### config.mk
export PLATFORM = sky130hd
export DESIGN_NAME = spmv_out
export DESIGN_NICKNAME = d
export VERILOG_FILES = /design/src/rtl/spmv_pkg.sv /design/src/rtl/spmv_out.sv
export SDC_FILE = /design/constraint.sdc
export NUM_CORES = 1
export LEC_CHECK = 0
export ABC_CLOCK_PERIOD_IN_PS = 2400
export BUFFER_PORTS_ARGS = -buffer_cell sky130_fd_sc_hd__buf_2
export CAP_MARGIN = 20
export CORE_MARGIN = 2
export CORE_UTILIZATION = 35
export CTS_CLUSTER_DIAMETER = 120
export DETAILED_ROUTE_END_ITERATION = 6
export GPL_ROUTABILITY_DRIVEN = 0
export GPL_TIMING_DRIVEN = 0
export PLACE_DENSITY = 0.7
export SYNTH_ARGS = -nofsm -noshare
export SYNTH_HDL_FRONTEND = slang
export SYNTH_SLANG_ARGS = --single-unit
### constraint.sdc
create_clock -name i_clk -period 2.4 [get_ports i_clk]
set_clock_uncertainty 0.1 [all_clocks]
set_input_delay 0 -clock i_clk [delete_from_list [all_inputs] [get_ports i_clk]]
set_output_delay 0 -clock i_clk [all_outputs]
set_load 0.01 [all_outputs]
### src/rtl/spmv_pkg.sv
// Shared constants, operation codes and inter-stage structs for the sparse matrix-vector unit.
package spmv_pkg;

    // Dense vector store geometry
    localparam int VEC_DEPTH = 1024;
    localparam int VEC_AW    = (VEC_DEPTH > 1) ? $clog2(VEC_DEPTH) : 1;

    // Operation codes carried by an input transaction
    localparam logic [1:0] OP_LOAD  = 2'd0;
    localparam logic [1:0] OP_NZ    = 2'd1;
    localparam logic [1:0] OP_EMPTY = 2'd2;
    localparam logic [1:0] OP_NONE  = 2'd3;

    // Item after the vector store read
    typedef struct packed {
        logic [1:0]  op;
        logic [31:0] value;
        logic [31:0] y_start;
        logic        row_end;
        logic [31:0] x;
    } t_s1;

    // Finished row, before rounding and clipping
    typedef struct packed {
        logic        empty;
        logic [63:0] acc;
        logic [31:0] y_start;
        logic [15:0] row_idx;
    } t_row;

endpackage

### src/rtl/spmv_out.sv
// Result stage: floor shift to Q16.16, clip to 32 bits and hold the output transaction.
module spmv_out (
    input  logic                i_clk,
    input  logic                i_rst_n,
    input  logic                i_valid,
    output logic                o_ready,
    input  spmv_pkg::t_row      i_row,
    output logic                o_valid,
    input  logic                i_ready,
    output logic [31:0]         o_y_value,
    output logic [15:0]         o_row_index,
    output logic                o_saturated
);

    logic        r_v;
    logic [31:0] r_y;
    logic [15:0] r_idx;
    logic        r_sat;

    logic        fits;
    logic [31:0] n_y;
    logic        n_sat;

    assign o_ready = !r_v || i_ready;

    // Bits above the Q16.16 result must all copy its sign bit
    assign fits = (i_row.acc[63:47] == '0) || (i_row.acc[63:47] == '1);

    always_comb begin
        if (i_row.empty) begin
            n_y   = i_row.y_start;
            n_sat = 1'b0;
        end else if (fits) begin
            n_y   = i_row.acc[47:16];
            n_sat = 1'b0;
        end else begin
            n_y   = i_row.acc[63] ? 32'h8000_0000 : 32'h7FFF_FFFF;
            n_sat = 1'b1;
        end
    end

    always_ff @(posedge i_clk) begin
        if (i_valid && o_ready) begin
            r_y   <= n_y;
            r_idx <= i_row.row_idx;
            r_sat <= n_sat;
        end
    end

    always_ff @(posedge i_clk) begin
        if (!i_rst_n) begin
            r_v <= 1'b0;
        end else if (o_ready) begin
            r_v <= i_valid;
        end
    end

    assign o_valid     = r_v;
    assign o_y_value   = r_y;
    assign o_row_index = r_idx;
    assign o_saturated = r_sat;

endmodule

==> qor.yml <==
coreArea_sq_um: 6756
wire_per_inst_microns: 14.16
period_minus_slack_ns: 2.242
nNetsFinal: 510
ys_warn_count: 0
cts_setup_buffers: 0
cp_max_fo: 10
yosysTopAreaCell: "edfxtp_1"
antenna_found_initial: 0
gr-total-overflow: 0
cp_data_required_time_ns: 2.35
finalNonFillerCells: 474
grt_max_degree: 33
hold_path.class: "in -> reg"
slew_violations: 0
synth_area_per_cell_sq_um: 13.61
place_ws_ns: 0.3985
dr.first_iter.drc_count: 58
h-tree-depth: 2
grt_pass1_vias: 2190
clk_pin_slew_ns: 0.09
ant_nets: 0
hold_violations: 0
insertion_delay_ns: 0.29
syn-num-nets: 296
dp_cells: 410
worstSetupStartpointType: "primary input"
seq_area_sq_um: 1491
first_pass_iters: 4
finalSetupViolCount: 0
peakVddDrop_mv: 0.3058
ff2ff_setup_slack_ns: 0.82
rows: 30
path_class: "in -> reg"
clock_sinks: 50
die_x_microns: 87.43
clock.fmax_mhz: 446.1
synth_cells: 179
place.detailed.hpwl_mm: 4.604
synth.distinct_cells: 19
vias: 2259
ys_seq_area_share_pct: 61.22
worst_pin_slew_ns: 0.6917
start_util_pct: 36.06
yosysTopAreaCellShare_pct: 60.40
via_per_inst: 4.766
gr-usage-all-layers_pct: 16.90
status: "completed"
power.density_nw_per_um2: 510.1
grt_pass1_wl_mm: 9.832
ios: 168
area_delta_synth_final_pct: 63.33
antennaDiodeCount: 0
fp.dieArea_sq_um: 7644
p_leak_nw: 1.789
fin_tns_setup_ns: 0
drt_wl_total_mm: 6.714
ys_ff_latch: 50
swShare_pct: 23.39
post_cts_resized: 0
p_switching_uw: 474.7
internal_power_mw: 1.555
remaining_drc_errors: 0
pwr-share-comb_pct: 19.7
cts-hold-fix-buffers: 56
end_kind: "register"
synth_area_leaders: "edfxtp_1 (60%), o311ai_2 (20%), inv_1 (5.2%)"
cts_buffers: 5
cts_root_buf: "clkbuf_8"
clock_power_share_pct: 28.9
port_buffers: 150
mappedNetlistArea_sq_um: 2436
drive_gt1_share_pct: 49.75
cap_violations: 0
cts_buffer_depth: 2
crit_arrival_ns: 2.19
fin_crit_sh_pct: 93.40
pwr-share-seq_pct: 51.4
multi_input_area_sq_um: 735.7
rsz0062_at_grt: "false"
slew_headroom_pct: 53.89
cts_tree: "done"
worst_slack_ns: 0.1584
die_y_microns: 87.43
fillCellCount: 552
power by group through the flow:
stage | registers, mW | logic [mW] | clock network [mW]
6_report | 1.04 | 0.401 | 0.586
5_1_grt | 1.05 | 0.437 | 0.623
4_1_cts | 1.04 | 0.402 | 0.607
3_5_place_dp | 1.06 | 0.327 | 0
3_3_place_gp | 1.06 | 0.313 | 0
2_1_floorplan | 1.10 | 0.124 | 0
cells in the mapped netlist:
library cell and count:
o311ai_1 1, and2_4 1, o311ai_2 30, edfxtp_1 49
or4_1 1, o21ai_1 1, dfxtp_1 1, nand4_1 6
buf_6 3, nor2_1 1, inv_1 34, and2_1 1
nand2b_1 1, a21boi_0 1, buf_4 3, nand2_1 33
clkbuf_1 7, and3_1 1, nor4_1 4
layout make-up:
class	instances	area share, %
repair buffers	207	33.46
clock inverters	2	0.9434
multi-input cells	82	18.49
plain buffers	13	2.075
flip-flops and latches	50	37.48
well taps	80	2.516
clock buffers	6	1.824
inverters	34	3.208
per-layer routing:
metal / vias up / wire (microns) / track usage, %
met5: - / 0 / 0
met4: 0 / 72 / 5.315
met2: 105 / 3607 / 32.44
met3: 6 / 475 / 3.507
met1: 1060 / 2558 / 18.26
li1: 1088 / - / -
placed cells by master (no fill, tap or decap), drive strengths merged:
| cell | netlist | routed |
|---|---|---|
| o21ai | 1 | 1 |
| buf | 6 | 157 |
| nand2 | 33 | 33 |
| clkinvlp | 0 | 1 |
| dfxtp | 1 | 1 |
| dlygate4sd3 | 0 | 56 |
| nand4 | 6 | 6 |
| nand2b | 1 | 1 |
| nor2 | 1 | 1 |
| bufinv | 0 | 1 |
| edfxtp | 49 | 49 |
| a21boi | 1 | 1 |
| and3 | 1 | 1 |
| inv | 34 | 34 |
| clkbuf | 7 | 13 |
| and2 | 2 | 2 |
| or4 | 1 | 1 |
| o311ai | 31 | 31 |
| nor4 | 4 | 4 |
metrics by stage:
stage	util, %	total power, mW	cell area, sq um	hold WS [ns]
after floorplan	-	1.222	2436	-0.001131
after global routing	58.89	2.108	3979	0.009198
after CTS	58.89	2.051	3979	0.0003948
final	58.89	2.030	3979	0.01156
after detailed placement	48.96	1.390	3308	0.07870
after global placement	48.65	1.377	3287	0.07712
flip-flops by register name, summed over array words and instances (netlist names):
register / count
o_y_value: 32
o_row_index: 16
o_valid: 1
o_saturated: 1
logic make-up (layout without fill, tap and decap cells):
| group | after synthesis | after routing | synth area share [%] |
|---|---|---|---|
| flops | 50 | 50 | 61.22 |
| simple gates | 49 | 49 | 9.246 |
| buf+inv | 47 | 262 | 8.629 |
| compound gates | 33 | 33 | 20.90 |
path summary, 6_finish.rpt:
kind              cells after the start                  from                       to
hold reg to reg                       2  o_valid$_SDFFE_PN0N_  o_y_value[11]$_DFFE_PP_
setup reg to reg                      3  o_valid$_SDFFE_PN0N_  o_y_value[29]$_DFFE_PP_
hold / removal                        3             i_row[86]  o_y_value[22]$_DFFE_PP_
setup / recovery                      8            i_row[102]   o_y_value[8]$_DFFE_PP_
critical path, cell delays in order:
cell           delay [ns]
buf_2                0.10
nor4_1               0.31
nand4_1              0.12
or4_1                0.46
nand4_1              0.21
buf_4                0.25
o311ai_2             0.13
dlygate4sd3_1        0.59
(Power assumes the default switching activity.)
