File: src/rtl/spmv_pkg.sv
// Shared constants, operation codes and inter-stage structs for the sparse matrix-vector unit.
package spmv_pkg;

    // Dense vector store geometry
    localparam int VEC_DEPTH = 1024;
    localparam int VEC_AW    = (VEC_DEPTH > 1) ? $clog2(VEC_DEPTH) : 1;

    // Operation codes carried by an input transaction
    localparam logic [1:0] OP_LOAD  = 2'd0;
    localparam logic [1:0] OP_NZ    = 2'd1;
    localparam logic [1:0] OP_EMPTY = 2'd2;
    localparam logic [1:0] OP_NONE  = 2'd3;

    // Item after the vector store read
    typedef struct packed {
        logic [1:0]  op;
        logic [31:0] value;
        logic [31:0] y_start;
        logic        row_end;
        logic [31:0] x;
    } t_s1;

    // Finished row, before rounding and clipping
    typedef struct packed {
        logic        empty;
        logic [63:0] acc;
        logic [31:0] y_start;
        logic [15:0] row_idx;
    } t_row;

endpackage

File: src/rtl/spmv_mac.sv
// Multiply stage and row accumulator with the row counter and open-row state.
module spmv_mac (
    input  logic                i_clk,
    input  logic                i_rst_n,
    input  logic                i_valid,
    output logic                o_ready,
    input  spmv_pkg::t_s1       i_s1,
    output logic                o_valid,
    input  logic                i_ready,
    output spmv_pkg::t_row      o_row
);

    logic               r2_v;
    logic [1:0]         r2_op;
    logic signed [63:0] r2_prod;
    logic [31:0]        r2_ys;
    logic               r2_last;

    logic               r_open;
    logic signed [63:0] r_acc;
    logic [15:0]        r_cnt;

    logic               r3_v;
    spmv_pkg::t_row     r3_row;

    logic               s3_rdy;
    logic               res;
    logic               s2_go;
    logic signed [63:0] base;
    logic signed [63:0] sum;
    logic signed [63:0] sat_sum;

    assign s3_rdy  = !r3_v || i_ready;
    assign res     = (r2_op == spmv_pkg::OP_EMPTY) || (r2_op == spmv_pkg::OP_NZ && r2_last);
    assign s2_go   = r2_v && (!res || s3_rdy);
    assign o_ready = !r2_v || s2_go;

    // Multiply value by x, one product per cycle while o_ready is high
    always_ff @(posedge i_clk) begin
        if (i_valid && o_ready) begin
            r2_op   <= i_s1.op;
            r2_prod <= 64'($signed(i_s1.value)) * 64'($signed(i_s1.x));
            r2_ys   <= i_s1.y_start;
            r2_last <= i_s1.row_end;
        end
    end

    always_ff @(posedge i_clk) begin
        if (!i_rst_n) begin
            r2_v <= 1'b0;
        end else if (o_ready) begin
            r2_v <= i_valid;
        end
    end

    // Seed from the row's starting y, then add with 64-bit saturation
    always_comb begin
        base = r_open ? r_acc : $signed({{16{r2_ys[31]}}, r2_ys, 16'h0000});
        sum  = base + r2_prod;
        if (base[63] == r2_prod[63] && sum[63] != base[63]) begin
            sat_sum = base[63] ? {1'b1, 63'd0} : {1'b0, {63{1'b1}}};
        end else begin
            sat_sum = sum;
        end
    end

    // Advance row state in transaction order
    always_ff @(posedge i_clk) begin
        if (!i_rst_n) begin
            r_open <= 1'b0;
            r_acc  <= '0;
            r_cnt  <= '0;
        end else if (s2_go) begin
            case (r2_op)
                spmv_pkg::OP_LOAD: begin
                    r_open <= 1'b0;
                    r_acc  <= '0;
                    r_cnt  <= '0;
                end
                spmv_pkg::OP_NZ: begin
                    if (r2_last) begin
                        r_open <= 1'b0;
                        r_acc  <= '0;
                        r_cnt  <= r_cnt + 16'd1;
                    end else begin
                        r_open <= 1'b1;
                        r_acc  <= sat_sum;
                    end
                end
                spmv_pkg::OP_EMPTY: begin
                    r_open <= 1'b0;
                    r_acc  <= '0;
                    r_cnt  <= r_cnt + 16'd1;
                end
                default: begin
                    r_open <= r_open;
                end
            endcase
        end
    end

    // Capture a finished row
    always_ff @(posedge i_clk) begin
        if (s2_go && res) begin
            r3_row.empty   <= (r2_op == spmv_pkg::OP_EMPTY);
            r3_row.acc     <= sat_sum;
            r3_row.y_start <= r2_ys;
            r3_row.row_idx <= r_cnt;
        end
    end

    always_ff @(posedge i_clk) begin
        if (!i_rst_n) begin
            r3_v <= 1'b0;
        end else if (s3_rdy) begin
            r3_v <= s2_go && res;
        end
    end

    assign o_valid = r3_v;
    assign o_row   = r3_row;

endmodule

File: config.mk
export PLATFORM = sky130hd
export DESIGN_NAME = spmv_mac
export DESIGN_NICKNAME = d
export VERILOG_FILES = /design/src/rtl/spmv_pkg.sv /design/src/rtl/spmv_mac.sv
export SDC_FILE = /design/constraint.sdc
export NUM_CORES = 2
export LEC_CHECK = 0
export BUFFER_PORTS_ARGS = -buffer_cell sky130_fd_sc_hd__buf_2
export CAP_MARGIN = 20
export CORE_MARGIN = 2
export CORE_UTILIZATION = 35
export DETAILED_ROUTE_END_ITERATION = 10
export PLACE_DENSITY_LB_ADDON = 0.12
export SLEW_MARGIN = 10
export SYNTH_ARGS = -nofsm -noshare
export SYNTH_HDL_FRONTEND = slang
export SYNTH_SLANG_ARGS = --single-unit
File: constraint.sdc
create_clock -name i_clk -period 15 [get_ports i_clk]
set_clock_uncertainty 0.05 [all_clocks]
set_input_delay 1.5 -clock i_clk [delete_from_list [all_inputs] [get_ports i_clk]]
set_output_delay 1.5 -clock i_clk [all_outputs]
set_load 0.02 [all_outputs]
==> impl_metrics.toml <==
[timing]
slew_headroom_pct = 31.2
whs_ns = 0.400
tightestPinTransition_ns = 1.03
setup_viol = 0
fmax_mhz = 102
setup-tns-final_ns = 0
maxSlewViolCount = 0
fin_crit_sh_pct = 65.2
hold_viol = 0
rsz0062_at_grt = "false"
layout_setup_ws_ns = 5.23
layout_min_cycle_time_ns = 9.77

[clock_network]
path_clk_slew_ns = 0.06
ctsResizeCount = 0
cts-buffers-inserted = 29
cts_root_buf = "clkbuf_16"
max-clock-path-buffers = 3
worst_skew_pair.late_latency_ns = 0.59
cts_sinks = 295
htreeDepth = 1
cts_tree = "done"
holdBufCountCts = 0
post_cts_buffers = 0

[run]
maxCapViolCount = 0

[synthesis]
synth-seq-cells = 295
syn_nets = 6646
synth.largest_area_cell = "fa_1"
synth_compound_area_share_pct = 6.68
yosys.area_share.xor_xnor_pct = 2.37
async_flop_share_pct = 0
ys_warn_count = 0
synthAdderAreaFrac_pct = 49.2
synth_top_family_by_area = "adder cells"
ys.flop_type = "edfxtp_1"
ys_types = 84
syn_avg_cell_area_um2 = 9.70
yosys.area_share.simple_pct = 15.5
synth.mux.area_fraction_pct = 0.953
synth_area_mm2 = 0.0505
synth_seq_area_share_pct = 15.9
syn_inst = 5208
synth_edf_count = 212
synth_top_area_share_pct = 42.9
synth_area_leaders = "fa_1, edfxtp_1, inv_1"

[detailed_routing]
antenna_left = 0
wl_per_cell_um = 21.1
detail_route.iter0.violations = 2222
drt_pass1_iterations = 5
totalWireLength_um = 151000
via_per_inst = 4.91
vias = 35098
drc = 0

[worst_setup_path]
crit_start = "i_s1[96]"
rr_startpoint = "r_open$_SDFFE_PN0P_"
r2r-end = "r_acc[15]$_SDFFE_PN0P_"
rrSetupSlack_ns = 8.94
arrival_ns = 10.07
start_kind = "primary input"
cp_data_required_time_ns = 15.30
path_max_fanout = 32
crit_type = "in2reg"
crit_path_end_kind = "register"
r2r_cells = 16

[cells_and_area]
nets = 6666
layout-drive-gt1-share_pct = 6.99
antennaDiodeCount = 0
final_util_pct = 37.8
fillCellCount = 14602
syn_to_final_growth_pct = 7.39

[place]
pre_cts_slack_ns = 4.53
io_buffers = 217
dp_hpwl_um = 116000
finalWeightedCongestion = 0.871

[hold_path]
hold_path_class = "reg2reg"
hold_end = "r_acc[19]$_SDFFE_PN0P_"
hold_path_startpoint = "r_acc[19]$_SDFFE_PN0P_"
holdPathStages = 2

[global_route]
grt_max_degree = 68
grt_pass1_wl_um = 236000
grt_use_total_pct = 20.9
grt_remaining_overflow = 0
antenna_found_initial = 10
grt_pass1_vias = 38437

[die]
fp-row-count = 139
ios = 218
die_h_um = 384
core_mm2 = 0.143
initial_core_util_pct = 35.2
fp.dieW_um = 384
die-area_mm2 = 0.147

[run_status]
status = "finished clean"
area by class of cell:
cell class	instances	area [um2]	share of cell area, %
flip-flops and latches	295	8030	14.8
repair buffers	265	1480	2.72
clock inverters	19	175	0.323
well taps	1903	2380	4.39
inverters	991	3720	6.85
multi-input cells	3646	37800	69.6
clock buffers	33	741	1.36
layout by cell type, fill, tap and decap left out, types with 5 or more instances in the layout:
| master | netlist | routed |
|---|---|---|
| nor2b_1 | 27 | 25 |
| inv_1 | 991 | 991 |
| nand2b_1 | 26 | 25 |
| nor4_1 | 5 | 5 |
| and2_1 | 538 | 537 |
| a211oi_1 | 16 | 16 |
| o21bai_1 | 24 | 24 |
| nand4_1 | 36 | 36 |
| or3_1 | 6 | 6 |
| ha_1 | 252 | 252 |
| mux2_2 | 33 | 33 |
| a31oi_1 | 15 | 15 |
| o21a_1 | 9 | 9 |
| a22o_1 | 17 | 17 |
| o211ai_1 | 15 | 15 |
| nor3b_1 | 6 | 6 |
| a21boi_0 | 11 | 11 |
| nand2_1 | 676 | 675 |
| o21ai_1 | 6 | 6 |
| fa_1 | 1083 | 1083 |
| edfxtp_1 | 212 | 212 |
| nor3_1 | 15 | 15 |
| xor2_1 | 56 | 56 |
| buf_2 | 15 | 217 |
| clkbuf_16 | 0 | 29 |
| and3_1 | 15 | 15 |
| a21oi_1 | 145 | 145 |
| nand3_1 | 30 | 30 |
| nor2_1 | 205 | 205 |
| a21o_1 | 77 | 77 |
| mux2i_1 | 11 | 11 |
| o21ai_0 | 129 | 129 |
| dfxtp_1 | 83 | 82 |
| buf_4 | 1 | 46 |
| xnor2_1 | 81 | 81 |
| o2111ai_1 | 5 | 5 |
worst max path at each step:
stage	to	slack, ns	cells past startpoint
2_1_floorplan	r2_prod[63]$_DFFE_PP_	5.86	26
3_3_place_gp	r2_prod[63]$_DFFE_PP_	4.66	22
3_5_place_dp	r2_prod[63]$_DFFE_PP_	4.53	22
4_1_cts	r2_prod[63]$_DFFE_PP_	5.15	23
5_1_grt	r2_prod[63]$_DFFE_PP_	4.62	25
6_report	r2_prod[63]$_DFFE_PP_	5.23	25
metal layers:
| layer | vias to the layer above | routed length (um) | part of all wire (%) | GRT usage (%) |
|---|---|---|---|---|
| met2 | 891 | 65800 | 44 | 32.3 |
| met3 | 115 | 8440 | 5.6 | 2.62 |
| li1 | 15856 | - | - | - |
| met1 | 18226 | 74700 | 50 | 31.9 |
| met4 | 10 | 1820 | 1.2 | 2.80 |
| met5 | - | 71 | 0.047 | 0 |
critical path, stage by stage:
cell and delay [ns]:
buf_2 0.55, nand2_1 0.25, inv_1 0.14, fa_1 0.39, inv_1 0.26, fa_1 0.58, fa_1 0.58, inv_1 0.07
fa_1 1.02, inv_1 0.33, fa_1 0.56, inv_1 0.06, fa_1 0.53, inv_1 0.05, fa_1 0.47, inv_1 0.05
fa_1 0.45, ha_1 0.44, and3_1 0.28, nand2_1 0.09, o311ai_0 0.37, a21oi_1 0.17, o21ai_2 0.34, mux2i_1 0.12
a2111oi_0 0.41
metrics by stage:
step / instances / area (um2)
detailed placement: 7098 / 53300
finish: 7152 / 54300
global placement: 7097 / 53300
floorplan: 5208 / 50500
CTS: 7150 / 54200
global route: 7152 / 54300
synthesized netlist by cell type (3+ instances only):
master and count:
a2111oi_0 4, a211oi_1 16, a21boi_0 11, a21o_1 77
a21oi_1 145, a22o_1 17, a311oi_1 3, a31o_2 3
a31oi_1 15, a41oi_1 4, and2_1 538, and3_1 15
and4_1 4, buf_1 12, buf_2 15, clkbuf_1 246
dfxtp_1 83, edfxtp_1 212, fa_1 1083, ha_1 252
inv_1 991, mux2_2 33, mux2i_1 11, nand2_1 676
nand2b_1 26, nand3_1 30, nand4_1 36, nor2_1 205
nor2b_1 27, nor3_1 15, nor3b_1 6, nor4_1 5
nor4b_1 4, o2111ai_1 5, o211ai_1 15, o21a_1 9
o21ai_0 129, o21ai_1 6, o21bai_1 24, o31ai_1 4
or2_2 3, or3_1 6, xnor2_1 81, xor2_1 56
registers in the layout, summed over array words and instances, names as in the netlist:
name / count
o_valid: 1
o_row: 113
r_cnt: 16
r_acc: 64
r2_prod: 64
r2_v: 1
r2_op: 2
r_open: 1
r2_ys: 32
r2_last: 1
kinds of logic after synthesis:
kind of cell / after synthesis
AO/OA/AOI/OAI: 525
XOR/XNOR: 137
adder cells (fa/ha/maj): 1336
buffers and inverters: 1267
flip-flops: 295
multiplexers: 44
AND/OR/NAND/NOR: 1604
Power is left out: the tool's default activity adds up to more than one toggle a clock period on the data nets, which glitch-free logic cannot reach.
